**config.mk**
```make
export PLATFORM = sky130hd
export DESIGN_NAME = note_tone_generator
export DESIGN_NICKNAME = d
export VERILOG_FILES = /design/src/design/ntg_pkg.sv /design/src/design/note_tone_generator.sv
export SDC_FILE = /design/constraint.sdc
export NUM_CORES = 1
export LEC_CHECK = 0
export BUFFER_PORTS_ARGS = -buffer_cell sky130_fd_sc_hd__buf_4
export CAP_MARGIN = 20
export CORE_AREA = 2 2 72 74
export CTS_CLUSTER_DIAMETER = 60
export DETAILED_ROUTE_END_ITERATION = 12
export DIE_AREA = 0 0 74 76
export GPL_ROUTABILITY_DRIVEN = 0
export MAX_ROUTING_LAYER = met4
export PLACE_DENSITY = 0.85
export SLEW_MARGIN = 15
export SYNTH_ARGS = -nofsm -noshare
export SYNTH_HDL_FRONTEND = slang
export SYNTH_SLANG_ARGS = --single-unit
```
**constraint.sdc**
```tcl
create_clock -name clk -period 2.56 [get_ports clk]
set_clock_uncertainty 0.2 [all_clocks]
set_input_delay 0.384 -clock clk [delete_from_list [all_inputs] [get_ports clk]]
set_output_delay 0.384 -clock clk [all_outputs]
set_load 0.005 [all_outputs]
```
**src/design/ntg_pkg.sv**
```systemverilog
// Package for the note tone generator: command codes, defaults and note table.
// No dependencies.
package ntg_pkg;

	typedef enum logic [1:0] {
		CMD_TICK    = 2'd0,
		CMD_NOTE    = 2'd1,
		CMD_RAW     = 2'd2,
		CMD_SILENCE = 2'd3
	} cmd_t;

	localparam int unsigned FAST_DIVIDE_DEF = 64;
	localparam int unsigned SLOW_DIVIDE_DEF = 256;

	localparam logic [6:0] NOTE_FIRST     = 7'd45;
	localparam logic [6:0] NOTE_LAST      = 7'd81;
	localparam logic [6:0] NOTE_FAST_FROM = 7'd59;
	localparam logic [7:0] RESET_COMPARE  = 8'd74;

	// compare value for note NOTE_FIRST + idx
	function automatic logic [7:0] note_cmp(input logic [5:0] idx);
		logic [7:0] v;
		case (idx)
			6'd0:  v = 8'd141;
			6'd1:  v = 8'd133;
			6'd2:  v = 8'd126;
			6'd3:  v = 8'd118;
			6'd4:  v = 8'd112;
			6'd5:  v = 8'd105;
			6'd6:  v = 8'd99;
			6'd7:  v = 8'd94;
			6'd8:  v = 8'd88;
			6'd9:  v = 8'd83;
			6'd10: v = 8'd79;
			6'd11: v = 8'd74;
			6'd12: v = 8'd70;
			6'd13: v = 8'd66;
			6'd14: v = 8'd252;
			6'd15: v = 8'd238;
			6'd16: v = 8'd224;
			6'd17: v = 8'd212;
			6'd18: v = 8'd200;
			6'd19: v = 8'd189;
			6'd20: v = 8'd178;
			6'd21: v = 8'd168;
			6'd22: v = 8'd158;
			6'd23: v = 8'd149;
			6'd24: v = 8'd141;
			6'd25: v = 8'd133;
			6'd26: v = 8'd126;
			6'd27: v = 8'd118;
			6'd28: v = 8'd112;
			6'd29: v = 8'd105;
			6'd30: v = 8'd99;
			6'd31: v = 8'd94;
			6'd32: v = 8'd88;
			6'd33: v = 8'd83;
			6'd34: v = 8'd79;
			6'd35: v = 8'd74;
			6'd36: v = 8'd70;
			default: v = RESET_COMPARE;
		endcase
		return v;
	endfunction

endpackage

```
**src/design/note_tone_generator.sv**
```systemverilog
// Square-wave tone generator: prescaled 8-bit clear-on-match timer driven by commands.
// Depends on ntg_pkg.
//
// One command transaction is accepted every cycle in which input ready is high; its
// result (tone level and sound-on flag after the update) appears in the output
// register on the next cycle. The block updates its timer state and loads the output
// register in the same edge, so throughput is one transaction per cycle, and input
// ready only drops while a result sits in the output register and is not taken.
module note_tone_generator
	import ntg_pkg::*;
#(
	parameter int unsigned FAST_DIVIDE = FAST_DIVIDE_DEF,
	parameter int unsigned SLOW_DIVIDE = SLOW_DIVIDE_DEF
) (
	input  logic       clk,
	input  logic       arst_n,
	input  logic       in_valid,
	output logic       in_ready,
	input  logic [1:0] cmd,
	input  logic [6:0] note,
	input  logic [7:0] raw_value,
	output logic       out_valid,
	input  logic       out_ready,
	output logic       tone_out,
	output logic       playing
);

	localparam logic [8:0] FAST_DIV9 = 9'(FAST_DIVIDE);
	localparam logic [8:0] SLOW_DIV9 = 9'(SLOW_DIVIDE);

	logic [7:0] prescale_q, prescale_d;
	logic [7:0] timer_q, timer_d;
	logic [7:0] compare_q, compare_d;
	logic       slow_q, slow_d;
	logic       enabled_q, enabled_d;
	logic       level_q, level_d;
	logic       out_valid_q;

	logic       accept;
	logic [8:0] pre_next;
	logic [8:0] div_sel;
	logic       note_in_range;
	logic [5:0] note_off;

	assign in_ready = !out_valid_q || out_ready;
	assign accept   = in_valid && in_ready;
	assign out_valid = out_valid_q;

	assign pre_next      = {1'b0, prescale_q} + 9'd1;
	assign div_sel       = slow_q ? SLOW_DIV9 : FAST_DIV9;
	assign note_in_range = (note >= NOTE_FIRST) && (note <= NOTE_LAST);
	assign note_off      = 6'(note - NOTE_FIRST);

	always_comb begin
		prescale_d = prescale_q;
		timer_d    = timer_q;
		compare_d  = compare_q;
		slow_d     = slow_q;
		enabled_d  = enabled_q;
		level_d    = level_q;
		case (cmd_t'(cmd))
			CMD_TICK: begin
				if (pre_next < div_sel) begin
					prescale_d = pre_next[7:0];
				end else begin
					prescale_d = 8'd0;
					if (timer_q == compare_q) begin
						timer_d = 8'd0;
						if (enabled_q) begin
							level_d = !level_q;
						end
					end else begin
						timer_d = timer_q + 8'd1;
					end
				end
			end
			CMD_NOTE: begin
				slow_d = (note < NOTE_FAST_FROM);
				if (note_in_range) begin
					compare_d = note_cmp(note_off);
					enabled_d = 1'b1;
				end else begin
					enabled_d = 1'b0;
				end
			end
			CMD_RAW: begin
				slow_d    = 1'b0;
				compare_d = raw_value;
				enabled_d = 1'b1;
			end
			default: begin
				enabled_d = 1'b0;
			end
		endcase
	end

	always_ff @(posedge clk or negedge arst_n) begin
		if (!arst_n) begin
			prescale_q  <= 8'd0;
			timer_q     <= 8'd0;
			compare_q   <= RESET_COMPARE;
			slow_q      <= 1'b0;
			enabled_q   <= 1'b0;
			level_q     <= 1'b0;
			out_valid_q <= 1'b0;
			tone_out    <= 1'b0;
			playing     <= 1'b0;
		end else begin
			if (accept) begin
				prescale_q  <= prescale_d;
				timer_q     <= timer_d;
				compare_q   <= compare_d;
				slow_q      <= slow_d;
				enabled_q   <= enabled_d;
				level_q     <= level_d;
				tone_out    <= level_d;
				playing     <= enabled_d;
				out_valid_q <= 1'b1;
			end else if (out_ready) begin
				out_valid_q <= 1'b0;
			end
		end
	end

endmodule

```
==> tab_implementation.tex, run 1 <==
\begin{tabular}{lr}
\hline
Metric & Value \\
\hline
\multicolumn{2}{l}{\textbf{Status}} \\
\quad Outcome & completed \\
\multicolumn{2}{l}{\textbf{Floorplan}} \\
\quad Placeable core region & 4910 µm² \\
\quad Die Outline Area & 5620 µm² \\
\quad Number of ports placed on the die boundary & 25 \\
\quad Overall die height & 76 µm \\
\quad Standard-cell row count & 26 \\
\quad Die X-Extent & 74 µm \\
\quad Starting Density & 0.507 \\
\multicolumn{2}{l}{\textbf{Worst setup path}} \\
\quad Max incr delay on CP & 0.37 ns \\
\quad Arrival time worst endpoint & 2.41 ns \\
\quad Required time of the critical path & 2.53 ns \\
\quad Startpoint kind of the worst setup timing path & flop \\
\quad Kind of cell adding the most delay to the critical path & simple AND/OR/NAND/NOR gates \\
\quad Top fanout value on the critical path & 8 \\
\quad Master of the slowest instance on the critical path & sky130\_fd\_sc\_hd\_\_dfrtp\_1 \\
\quad Worst Path Class, Setup & reg -> reg \\
\quad Buffer and inverter count on the worst path & 1 \\
\quad Cells traversed along the worst timing path & ha\_2 > nand3\_1 > or2\_4 > nor2\_2 > ha\_1 > a31oi\_4 > buf\_4 > nand3\_2 > o31ai\_1 \\
\quad Critical path endpoint category & flop \\
\multicolumn{2}{l}{\textbf{Finish}} \\
\quad Post-route insts no fill & 394 \\
\quad Ratio of cells with drive above 1 in the final layout & 0.228 \\
\quad Number of filler cells placed in the layout & 412 \\
\quad Multi-input logic area & 1660 µm² \\
\quad Number of inserted diodes & 0 \\
\quad Storage element area & 704 µm² \\
\quad Area grow syn2layout & 17.0\% \\
\quad Net count, final & 360 \\
\quad Final non-filler cell area & 2920 µm² \\
\multicolumn{2}{l}{\textbf{Clock network}} \\
\quad Sinks on Clock Net & 28 \\
\quad Clock tree from TritonCTS & built \\
\quad Clock transition at the registers of the reported paths & 0.10 ns \\
\quad CTS HTree Levels & 1 \\
\quad Largest buffer count on any clock path & 2 \\
\quad Insertion delay to the later sink of the worst-skew pair & 0.28 ns \\
\quad Root buffer cell & sky130\_fd\_sc\_hd\_\_clkbuf\_8 \\
\quad Clock buffers created by TritonCTS & 3 \\
\multicolumn{2}{l}{\textbf{Power}} \\
\quad Total power per unit cell area & 556 nW/µm² \\
\quad Worst voltage drop across the vdd grid & 0.000236 V \\
\quad Leakage power of the design & 1.24 nW \\
\multicolumn{2}{l}{\textbf{Synth}} \\
\quad Top post-synthesis cells by area & sky130\_fd\_sc\_hd\_\_dfrtp\_1, sky130\_fd\_sc\_hd\_\_ha\_1, sky130\_fd\_sc\_hd\_\_o21ai\_0 \\
\quad Leading register cell type out of synthesis & sky130\_fd\_sc\_hd\_\_dfrtp\_1 \\
\quad Leading area contributor after synthesis & sky130\_fd\_sc\_hd\_\_dfrtp\_1 \\
\quad Post-synthesis cell area & 2490 µm² \\
\quad Post-Synthesis Net Count & 324 \\
\quad Post-synth EDFFs & 0 \\
\quad Post-Syn Instances & 289 \\
\quad Number of warning messages in the yosys log & 0 \\
\quad Synth top area share & 0.251 \\
\quad Synthesized area per cell & 8.62 µm² \\
\quad Register bit total from synthesis & 28 \\
\quad Async set or reset register ratio after synthesis & 1.00 \\
\quad Yosys cell types & 66 \\
\quad Sequential share of the synthesized area & 0.283 \\
\multicolumn{2}{l}{\textbf{Routing}} \\
\quad Number of remaining DRC errors & 0 \\
\quad Per-cell via count in the routed design & 5.64 \\
\quad Post-route antenna net violation count & 0 \\
\quad WL per Instance & 14.2 µm \\
\quad Number of iterations in the first detailed-routing pass & 4 \\
\quad Total Routed Length & 5.59 mm \\
\quad Number of violations reported at the end of detailed-routing iteration 0 & 125 \\
\quad Via count & 2222 \\
\multicolumn{2}{l}{\textbf{Global routing}} \\
\quad Maximum number of pins on one net before global-route repair & 29 \\
\quad Global-route usage over all layers & 0.213 \\
\quad Fraction of met2 tracks used by global routing & 0.362 \\
\quad Antenna violations before repair & 0 \\
\quad Vias in the first global route & 2200 \\
\quad Most Used Layer, Global Route & met2 \\
\quad Grt total ovfl & 0 \\
\quad First-pass GRT wire length & 9.56 mm \\
\quad GRT met3 Usage & 0.0225 \\
\quad Met1 demand-to-capacity share in global routing & 0.259 \\
\multicolumn{2}{l}{\textbf{Place}} \\
\quad PortBufs & 24 \\
\quad Count of placed standard cells including taps & 389 \\
\quad Placed wire-length estimate after detailed placement & 4.28 mm \\
\quad Post-place instance area & 2810 µm² \\
\quad Worst slack, placed & -0.0963 ns \\
\multicolumn{2}{l}{\textbf{STA}} \\
\quad Final-report hold violation count & 0 \\
\quad Transition time at the pin with the least slew margin & 0.492 ns \\
\quad Final critical path time including I/O delays and setup & 2.44 ns \\
\quad Setup violators final & 0 \\
\quad Final max-slew violation count & 0 \\
\quad Total negative setup slack & 0 ns \\
\quad Worst hold slack & 0.0983 ns \\
\quad Achievable Freq & 0.411 GHz \\
\quad Fin worst setup slack & 0.125 ns \\
\quad Period utilization & 0.951 \\
\quad Worst-case headroom to the max-slew limit & 0.671 \\
\quad Unrepaired setup endpoints after global routing & false \\
\multicolumn{2}{l}{\textbf{Job}} \\
\quad Max cap viols & 0 \\
\multicolumn{2}{l}{\textbf{Hold path}} \\
\quad Hold WC Path Type & in -> reg \\
\hline
\end{tabular}
-- worst paths after layout --
path | startpoint | endpoint | slack, ns | cells after the start
worst max-delay path | prescale_q[1] | prescale_q[4] | 0.12 | 9
worst min-delay path | note[6] | slow_q | 0.1 | 2
worst max register to register | prescale_q[1] | prescale_q[4] | 0.12 | 9
worst min register to register | level_q | level_q | 0.27 | 1
max in group asynchronous | arst_n | compare_q[3] | 1.51 | 2
min in group asynchronous | arst_n | timer_q[1] | 0.34 | 2
-- cells by family after synthesis --
logic type	count (synthesis)	share of synthesized area
flops	28	0.283
fa+ha+maj	14	0.0703
simple gates	103	0.206
compound gates	93	0.265
xor+xnor	17	0.0854
buf+inv	28	0.0653
mux	6	0.0246
-- worst reg2reg max path: stages, from the launching register on --
cell	delay, ns
sky130_fd_sc_hd__dfrtp_1	0.37
sky130_fd_sc_hd__ha_2	0.19
sky130_fd_sc_hd__nand3_1	0.10
sky130_fd_sc_hd__or2_4	0.26
sky130_fd_sc_hd__nor2_2	0.10
sky130_fd_sc_hd__ha_1	0.28
sky130_fd_sc_hd__a31oi_4	0.22
sky130_fd_sc_hd__buf_4	0.20
sky130_fd_sc_hd__nand3_2	0.13
sky130_fd_sc_hd__o31ai_1	0.28
-- metal layers --
layer  up-vias  wire, µm
met2        50      2900
met4         0       123
li1       1121         -
met5         -         0
met1      1038      2430
met3        13       141
-- layout make-up --
| type | count | share of cell area |
|---|---|---|
| multi-input cells | 233 | 0.568 |
| flip-flops and latches | 28 | 0.242 |
| repair buffers | 46 | 0.119 |
| well taps | 70 | 0.0300 |
| inverters | 13 | 0.0167 |
| clock buffers | 3 | 0.0142 |
| clock inverters | 1 | 0.0103 |
-- synthesized netlist by cell type, types with 2 or more instances --
master	count
sky130_fd_sc_hd__a2111oi_0	2
sky130_fd_sc_hd__a211o_1	2
sky130_fd_sc_hd__a211oi_1	3
sky130_fd_sc_hd__a21o_1	5
sky130_fd_sc_hd__a21oi_1	16
sky130_fd_sc_hd__a22oi_1	3
sky130_fd_sc_hd__a2bb2oi_1	2
sky130_fd_sc_hd__a31oi_1	6
sky130_fd_sc_hd__and3_1	5
sky130_fd_sc_hd__buf_2	4
sky130_fd_sc_hd__buf_4	3
sky130_fd_sc_hd__buf_6	4
sky130_fd_sc_hd__clkbuf_1	2
sky130_fd_sc_hd__dfrtp_1	25
sky130_fd_sc_hd__dfstp_2	3
sky130_fd_sc_hd__ha_1	14
sky130_fd_sc_hd__inv_1	13
sky130_fd_sc_hd__mux2i_1	5
sky130_fd_sc_hd__nand2_1	27
sky130_fd_sc_hd__nand2b_1	7
sky130_fd_sc_hd__nand3_1	10
sky130_fd_sc_hd__nand4_1	3
sky130_fd_sc_hd__nor2_1	24
sky130_fd_sc_hd__nor2b_1	5
sky130_fd_sc_hd__nor3_1	7
sky130_fd_sc_hd__nor4_1	2
sky130_fd_sc_hd__o211ai_1	2
sky130_fd_sc_hd__o21ai_0	24
sky130_fd_sc_hd__o21ai_1	2
sky130_fd_sc_hd__o22ai_1	2
sky130_fd_sc_hd__o31ai_1	7
sky130_fd_sc_hd__o41ai_1	2
sky130_fd_sc_hd__or2_2	2
sky130_fd_sc_hd__or3b_1	2
sky130_fd_sc_hd__xnor2_1	10
sky130_fd_sc_hd__xnor2_4	2
sky130_fd_sc_hd__xor2_1	3
-- state kept, by name, summed over array words and instances, names as in the netlist --
name and flops:
compare_q 8, prescale_q 8, timer_q 8, enabled_q 1, level_q 1, out_valid 1, slow_q 1
-- cells in the final DEF (no fill, tap or decap), types with 3 or more instances in the layout --
master	n
sky130_fd_sc_hd__buf_4	45
sky130_fd_sc_hd__nand2_1	27
sky130_fd_sc_hd__dfrtp_1	25
sky130_fd_sc_hd__o21ai_0	24
sky130_fd_sc_hd__nor2_1	23
sky130_fd_sc_hd__a21oi_1	16
sky130_fd_sc_hd__inv_1	13
sky130_fd_sc_hd__ha_1	12
sky130_fd_sc_hd__nand3_1	10
sky130_fd_sc_hd__xnor2_1	10
sky130_fd_sc_hd__nand2b_1	7
sky130_fd_sc_hd__o31ai_1	7
sky130_fd_sc_hd__nor3_1	7
sky130_fd_sc_hd__a31oi_1	6
sky130_fd_sc_hd__a21o_1	5
sky130_fd_sc_hd__mux2i_1	5
sky130_fd_sc_hd__nor2b_1	5
sky130_fd_sc_hd__and3_1	5
sky130_fd_sc_hd__a22oi_1	3
sky130_fd_sc_hd__nand4_1	3
sky130_fd_sc_hd__xor2_1	3
sky130_fd_sc_hd__a211oi_1	3
sky130_fd_sc_hd__clkbuf_8	3
sky130_fd_sc_hd__dfstp_2	3
-- power by group --
group | switching [mW] | internal [mW] | total (mW)
clock | 0.141 | 0.209 | 0.350
combinational | 0.326 | 0.306 | 0.632
sequential | 0.0923 | 0.546 | 0.639
total | 0.559 | 1.06 | 1.62
-- per-stage QoR --
step / utilization / power, mW
2_1_floorplan: - / 1.07
3_3_place_gp: 0.571 / 1.23
3_5_place_dp: 0.571 / 1.26
4_1_cts: 0.588 / 1.61
5_1_grt: 0.593 / 1.73
6_report: 0.593 / 1.62
-- timing repair --
| action | 4_1_cts | 5_1_grt |
|---|---|---|
| endpoints found under the setup margin | 0 | 11 |
| hold buffers | 1 | 0 |
| resized for setup | 0 | 6 |
| buffers inserted | 0 | 0 |
| endpoints found under the hold margin | 25 | 0 |
Power figures use the tool's default switching activity.
==> run 2, diff against run 1 <==
--- a/config.mk
+++ b/config.mk
@@ -6,14 +6,15 @@
 export NUM_CORES = 1
 export LEC_CHECK = 0
 export BUFFER_PORTS_ARGS = -buffer_cell sky130_fd_sc_hd__buf_4
-export CAP_MARGIN = 20
-export CORE_AREA = 2 2 72 74
+export CELL_PAD_IN_SITES_DETAIL_PLACEMENT = 0
+export CELL_PAD_IN_SITES_GLOBAL_PLACEMENT = 1
+export CORE_AREA = 2 2 95 97
 export CTS_CLUSTER_DIAMETER = 60
 export DETAILED_ROUTE_END_ITERATION = 12
-export DIE_AREA = 0 0 74 76
+export DIE_AREA = 0 0 97 99
 export GPL_ROUTABILITY_DRIVEN = 0
 export MAX_ROUTING_LAYER = met4
-export PLACE_DENSITY = 0.85
+export PLACE_DENSITY = 0.69
 export SLEW_MARGIN = 15
 export SYNTH_ARGS = -nofsm -noshare
 export SYNTH_HDL_FRONTEND = slang
==> run 2 against run 1 <==
  * Sequential share of layout area fell by 0.42 points
  * Die area rose by 71%
  * Non-clock buffer count rose by 3
  * Largest power group is now combinational cells
  * Sequential cell count stayed put
  * Combinational power is 3% higher
==> tab_implementation.tex, run 2 (synthesized netlist as in run 1, its figures left out) <==
\begin{tabular}{lr}
\hline
Metric & Value \\
\hline
\multicolumn{2}{l}{\textbf{Routing}} \\
\quad WL per Instance & 13.5 µm \\
\quad Number of remaining DRC errors & 0 \\
\quad Number of iterations in the first detailed-routing pass & 4 \\
\quad Total Routed Length & 5.87 mm \\
\quad Number of violations reported at the end of detailed-routing iteration 0 & 93 \\
\quad Per-cell via count in the routed design & 5.04 \\
\quad Post-route antenna net violation count & 0 \\
\quad Via count & 2192 \\
\multicolumn{2}{l}{\textbf{Global routing}} \\
\quad Antenna violations before repair & 0 \\
\quad Vias in the first global route & 2033 \\
\quad Global-route usage over all layers & 0.126 \\
\quad Grt total ovfl & 0 \\
\quad Maximum number of pins on one net before global-route repair & 29 \\
\quad First-pass GRT wire length & 9.94 mm \\
\multicolumn{2}{l}{\textbf{Floorplan}} \\
\quad Starting Density & 0.291 \\
\quad Standard-cell row count & 34 \\
\quad Die Outline Area & 9600 µm² \\
\quad Number of ports placed on the die boundary & 25 \\
\quad Overall die height & 99 µm \\
\quad Die X-Extent & 97 µm \\
\quad Placeable core region & 8550 µm² \\
\multicolumn{2}{l}{\textbf{Power}} \\
\quad Leakage power of the design & 1.24 nW \\
\quad Total power per unit cell area & 519 nW/µm² \\
\quad Worst voltage drop across the vdd grid & 0.000163 V \\
\multicolumn{2}{l}{\textbf{Clock network}} \\
\quad Clock tree from TritonCTS & built \\
\quad Clock transition at the registers of the reported paths & 0.10 ns \\
\quad Insertion delay to the later sink of the worst-skew pair & 0.28 ns \\
\quad Root buffer cell & sky130\_fd\_sc\_hd\_\_clkbuf\_8 \\
\quad Sinks on Clock Net & 28 \\
\quad Clock buffers created by TritonCTS & 3 \\
\quad Largest buffer count on any clock path & 2 \\
\quad CTS HTree Levels & 1 \\
\multicolumn{2}{l}{\textbf{Worst setup path}} \\
\quad Startpoint kind of the worst setup timing path & flop \\
\quad Arrival time worst endpoint & 2.44 ns \\
\quad Top fanout value on the critical path & 4 \\
\quad Critical path endpoint category & flop \\
\quad Cells on worst reg2reg path & 9 \\
\quad Required time of the critical path & 2.57 ns \\
\quad Worst Path Class, Setup & reg -> reg \\
\multicolumn{2}{l}{\textbf{STA}} \\
\quad Final max-slew violation count & 0 \\
\quad Transition time at the pin with the least slew margin & 0.508 ns \\
\quad Setup violators final & 0 \\
\quad Final-report hold violation count & 0 \\
\quad Final critical path time including I/O delays and setup & 2.43 ns \\
\quad Total negative setup slack & 0 ns \\
\quad Period utilization & 0.950 \\
\quad Worst-case headroom to the max-slew limit & 0.660 \\
\quad Achievable Freq & 0.411 GHz \\
\quad Worst hold slack & 0.106 ns \\
\multicolumn{2}{l}{\textbf{Place}} \\
\quad Post-place instance area & 2870 µm² \\
\quad Placed wire-length estimate after detailed placement & 4.59 mm \\
\quad PortBufs & 24 \\
\multicolumn{2}{l}{\textbf{Finish}} \\
\quad Net count, final & 363 \\
\quad Ratio of cells with drive above 1 in the final layout & 0.229 \\
\quad Area grow syn2layout & 19.1\% \\
\quad Final non-filler cell area & 2970 µm² \\
\quad Leading cell types in the layout, fill and taps excluded & sky130\_fd\_sc\_hd\_\_buf\_4, sky130\_fd\_sc\_hd\_\_nand2\_1, sky130\_fd\_sc\_hd\_\_dfrtp\_1, sky130\_fd\_sc\_hd\_\_nor2\_1, sky130\_fd\_sc\_hd\_\_o21ai\_0 \\
\quad Number of filler cells placed in the layout & 872 \\
\quad Number of inserted diodes & 0 \\
\quad Commonest non-fill, non-tap cell in the layout & sky130\_fd\_sc\_hd\_\_buf\_4 \\
\quad Regs by FF count & compare\_q: 8 flops, prescale\_q: 8 flops, timer\_q: 8 flops \\
\multicolumn{2}{l}{\textbf{Hold path}} \\
\quad Hold WC Path Type & in -> reg \\
\quad Worst Hold Path Cells & 2 \\
\multicolumn{2}{l}{\textbf{Job}} \\
\quad Max cap viols & 0 \\
\multicolumn{2}{l}{\textbf{Status}} \\
\quad Outcome & completed \\
\hline
\end{tabular}
run 2: cell count changes in the layout (fill, tap and decap cells not counted):
cell / change
sky130_fd_sc_hd__o31ai_1: -1
sky130_fd_sc_hd__buf_12: +1
sky130_fd_sc_hd__o41ai_1: +1
sky130_fd_sc_hd__buf_4: +2
sky130_fd_sc_hd__o31ai_2: +1
sky130_fd_sc_hd__nor2_1: +1
sky130_fd_sc_hd__nor2_2: -1
sky130_fd_sc_hd__bufinv_16: -1
sky130_fd_sc_hd__clkbuf_1: +1
sky130_fd_sc_hd__o41ai_2: -1
run 2: cell type report:
class	count	area, µm²	share of cell area
Multi-Input combinational cell	233	1650	0.556
Sequential cell	28	704	0.237
Timing Repair Buffer	49	383	0.129
Tap cell	108	135	0.0456
Inverter	13	48.8	0.0164
Clock buffer	4	45.0	0.0152
run 2: per-layer routing:
metal,track usage,share of wire,wire length [µm]
met3,0.00638,0.019,109
met1,0.170,0.49,2890
met4,0.0260,0.0065,38
met5,-,0,0
met2,0.210,0.48,2840
run 2: path summary, 6_finish.rpt:
path	from	end	slack, ns
max reg2reg	prescale_q[1]	timer_q[5]	0.13
max in group asynchronous	arst_n	compare_q[1]	1.49
max	prescale_q[1]	timer_q[5]	0.13
min in group asynchronous	arst_n	prescale_q[7]	0.35
min reg2reg	level_q	level_q	0.28
min	note[6]	slow_q	0.11
run 2: report_power, final:
| part | total (mW) | switching (mW) | internal (mW) |
|---|---|---|---|
| clock | 0.246 | 0.134 | 0.112 |
| combinational | 0.651 | 0.325 | 0.327 |
| sequential | 0.644 | 0.0971 | 0.547 |
run 2: timing repair:
item	CTS	global route
endpoints found under the hold margin	25	0
resized for setup	0	5
setup buffers	0	2
hold buffers	1	0
endpoints found under the setup margin	0	6
run 2: stage by stage:
| step | total power [mW] | instances | setup WS, ns | utilization |
|---|---|---|---|---|
| 3_5_place_dp | 1.27 | 428 | -0.0113 | 0.336 |
| 3_3_place_gp | 1.27 | 428 | 0.0834 | 0.336 |
| 2_1_floorplan | 1.07 | 289 | 0.0140 | - |
| 5_1_grt | 1.66 | 435 | -0.00929 | 0.347 |
| 4_1_cts | 1.52 | 433 | 0.0560 | 0.342 |
| 6_report | 1.54 | 435 | 0.129 | 0.347 |
run 2: worst max-delay path, stage by stage (launching register included):
cell and delay [ns]:
sky130_fd_sc_hd__dfrtp_1 0.37, sky130_fd_sc_hd__ha_2 0.18, sky130_fd_sc_hd__nand3_1 0.09, sky130_fd_sc_hd__or2_4 0.25
sky130_fd_sc_hd__nor2_1 0.12, sky130_fd_sc_hd__ha_1 0.22, sky130_fd_sc_hd__a31oi_4 0.12, sky130_fd_sc_hd__or3_4 0.39
sky130_fd_sc_hd__or3b_1 0.35, sky130_fd_sc_hd__nand2_1 0.07
==> run 3, diff against run 2 <==
--- a/config.mk
+++ b/config.mk
@@ -8,13 +8,13 @@
 export BUFFER_PORTS_ARGS = -buffer_cell sky130_fd_sc_hd__buf_4
 export CELL_PAD_IN_SITES_DETAIL_PLACEMENT = 0
 export CELL_PAD_IN_SITES_GLOBAL_PLACEMENT = 1
-export CORE_AREA = 2 2 95 97
+export CORE_AREA = 2 2 81 83
 export CTS_CLUSTER_DIAMETER = 60
 export DETAILED_ROUTE_END_ITERATION = 12
-export DIE_AREA = 0 0 97 99
+export DIE_AREA = 0 0 83 85
 export GPL_ROUTABILITY_DRIVEN = 0
 export MAX_ROUTING_LAYER = met4
-export PLACE_DENSITY = 0.69
+export PLACE_DENSITY = 0.87
 export SLEW_MARGIN = 15
 export SYNTH_ARGS = -nofsm -noshare
 export SYNTH_HDL_FRONTEND = slang
==> run 3 against run 2 <==
  * First-iteration DRC count decreased by 27%
  * Utilization increased by 12 points
  * Largest power group is now registers
  * Non-clock buffer count decreased by 2
  * Routed wire length decreased by 2.8%
  * Highest routed layer unchanged
  * Fmax decreased by 0.68%
  * Via count about the same
==> tab_implementation.tex, run 3 (synthesized netlist as in run 1, its figures left out) <==
\begin{tabular}{lr}
\hline
Metric & Value \\
\hline
\multicolumn{2}{l}{\textbf{Finish}} \\
\quad Post-route insts no fill & 402 \\
\quad Utilization after layout & 0.466 \\
\quad Storage element area & 704 µm² \\
\quad Leading cell types in the layout, fill and taps excluded & sky130\_fd\_sc\_hd\_\_buf\_4, sky130\_fd\_sc\_hd\_\_nand2\_1, sky130\_fd\_sc\_hd\_\_dfrtp\_1, sky130\_fd\_sc\_hd\_\_nor2\_1, sky130\_fd\_sc\_hd\_\_o21ai\_0 \\
\quad Number of filler cells placed in the layout & 618 \\
\quad Net count, final & 361 \\
\quad Commonest non-fill, non-tap cell in the layout & sky130\_fd\_sc\_hd\_\_buf\_4 \\
\quad Number of inserted diodes & 0 \\
\quad Area grow syn2layout & 16.0\% \\
\quad Regs by FF count & compare\_q: 8 flops, prescale\_q: 8 flops, timer\_q: 8 flops \\
\quad Ratio of cells with drive above 1 in the final layout & 0.218 \\
\quad Multi-input logic area & 1640 µm² \\
\multicolumn{2}{l}{\textbf{Clock network}} \\
\quad Largest buffer count on any clock path & 2 \\
\quad Insertion delay to the later sink of the worst-skew pair & 0.28 ns \\
\quad CTS HTree Levels & 1 \\
\quad Clock buffers created by TritonCTS & 3 \\
\quad Sinks on Clock Net & 28 \\
\quad Clock transition at the registers of the reported paths & 0.10 ns \\
\quad Root buffer cell & sky130\_fd\_sc\_hd\_\_clkbuf\_8 \\
\quad Number of setup buffers added after CTS & 0 \\
\quad Clock tree from TritonCTS & built \\
\multicolumn{2}{l}{\textbf{Hold path}} \\
\quad Hold WC Path Type & in -> reg \\
\quad Worst min-delay path startpoint & note[6] \\
\quad Worst hold endpoint & slow\_q \\
\quad Worst Hold Path Cells & 2 \\
\multicolumn{2}{l}{\textbf{Floorplan}} \\
\quad Standard-cell row count & 29 \\
\quad Die Outline Area & 7060 µm² \\
\quad Overall die height & 85 µm \\
\quad Placeable core region & 6200 µm² \\
\quad Number of ports placed on the die boundary & 25 \\
\quad Die X-Extent & 83 µm \\
\quad Starting Density & 0.401 \\
\multicolumn{2}{l}{\textbf{Routing}} \\
\quad Via count & 2190 \\
\quad WL per Instance & 14.2 µm \\
\quad Per-cell via count in the routed design & 5.45 \\
\quad Number of violations reported at the end of detailed-routing iteration 0 & 68 \\
\quad Number of iterations in the first detailed-routing pass & 4 \\
\quad Total Routed Length & 5.71 mm \\
\quad Post-route antenna net violation count & 0 \\
\quad Number of remaining DRC errors & 0 \\
\multicolumn{2}{l}{\textbf{Worst setup path}} \\
\quad Capture point of the worst reg-to-reg path & timer\_q[4] \\
\quad Cells on worst reg2reg path & 9 \\
\quad Startpoint kind of the worst setup timing path & flop \\
\quad Worst Path Class, Setup & reg -> reg \\
\quad Arrival time worst endpoint & 2.42 ns \\
\quad Launch point of the worst path & prescale\_q[1] \\
\quad Required time of the critical path & 2.54 ns \\
\quad Worst reg2reg path startpoint & prescale\_q[1] \\
\quad Critical path endpoint category & flop \\
\quad Top fanout value on the critical path & 5 \\
\quad Internal reg-to-reg setup slack & 0.11 ns \\
\multicolumn{2}{l}{\textbf{Place}} \\
\quad Placed wire-length estimate after detailed placement & 4.37 mm \\
\quad PortBufs & 24 \\
\quad Count of placed standard cells including taps & 397 \\
\multicolumn{2}{l}{\textbf{Global routing}} \\
\quad First-pass GRT wire length & 9.87 mm \\
\quad Vias in the first global route & 2080 \\
\quad Global-route usage over all layers & 0.169 \\
\quad Antenna violations before repair & 0 \\
\quad Grt total ovfl & 0 \\
\quad Maximum number of pins on one net before global-route repair & 29 \\
\multicolumn{2}{l}{\textbf{STA}} \\
\quad Achievable Freq & 0.408 GHz \\
\quad Worst-case headroom to the max-slew limit & 0.648 \\
\quad Transition time at the pin with the least slew margin & 0.527 ns \\
\quad Final critical path time including I/O delays and setup & 2.45 ns \\
\quad Period utilization & 0.956 \\
\quad Final max-slew violation count & 0 \\
\quad Final-report hold violation count & 0 \\
\quad Unrepaired setup endpoints after global routing & true \\
\quad Setup violators final & 0 \\
\multicolumn{2}{l}{\textbf{Power}} \\
\quad Total power per unit cell area & 525 nW/µm² \\
\quad Leakage power of the design & 1.23 nW \\
\quad Worst voltage drop across the vdd grid & 0.000312 V \\
\multicolumn{2}{l}{\textbf{Job}} \\
\quad Max cap viols & 0 \\
\multicolumn{2}{l}{\textbf{Status}} \\
\quad Outcome & completed \\
\hline
\end{tabular}
run 3: stage by stage:
step	setup TNS (ns)	setup WS [ns]	instance area (µm²)	power, mW	hold WS, ns
after floorplan	0	0.0140	2490	1.07	-0.112
after global placement	0	0.0682	2820	1.25	0.123
after detailed placement	-0.0467	-0.0327	2820	1.27	0.131
after CTS	0	0.0685	2880	1.52	0.0994
after global routing	-0.0274	-0.0198	2890	1.64	0.0973
final	0	0.112	2890	1.52	0.103
run 3: area by class of cell:
cell class | count | area share
well taps | 77 | 0.0333
flip-flops and latches | 28 | 0.244
multi-input cells | 233 | 0.568
inverters | 13 | 0.0169
repair buffers | 47 | 0.123
clock buffers | 4 | 0.0156
run 3: routing by layer:
layer  track usage  up-vias  share of wire
met4        0.0462        0          0.016
li1              -     1122              -
met1         0.226     1028           0.51
met2         0.277       32           0.46
met5             -        -              0
met3        0.0117        8          0.017
run 3: repair_timing:
item / CTS / global route
resized for setup: 0 / 2
endpoints found under the hold margin: 25 / 0
setup endpoints to repair: 0 / 4
hold buffers: 1 / 0
run 3: how the worst max path moves through the flow:
stage,slack (ns),end,cells past startpoint
global placement,0.07,compare_q[1],11
CTS,0.07,timer_q[4],9
detailed placement,-0.03,compare_q[4],11
global route,-0.02,timer_q[3],9
floorplan,0.01,compare_q[1],12
finish,0.11,timer_q[4],9
run 3: report_power, final:
part / internal, mW / leakage, nW / switching, mW
sequential: 0.547 / 0.349 / 0.0941
combinational: 0.306 / 0.857 / 0.321
clock: 0.112 / 0.0228 / 0.138
total: 0.964 / 1.23 / 0.552
run 3: worst max-delay path: stages (launching register included):
cell and delay [ns]:
sky130_fd_sc_hd__dfrtp_1 0.36, sky130_fd_sc_hd__ha_1 0.17, sky130_fd_sc_hd__nand3_1 0.09, sky130_fd_sc_hd__or2_2 0.31, sky130_fd_sc_hd__nor2_1 0.11, sky130_fd_sc_hd__ha_1 0.20
sky130_fd_sc_hd__a31oi_4 0.12, sky130_fd_sc_hd__or3_4 0.39, sky130_fd_sc_hd__buf_4 0.15, sky130_fd_sc_hd__o31ai_1 0.25
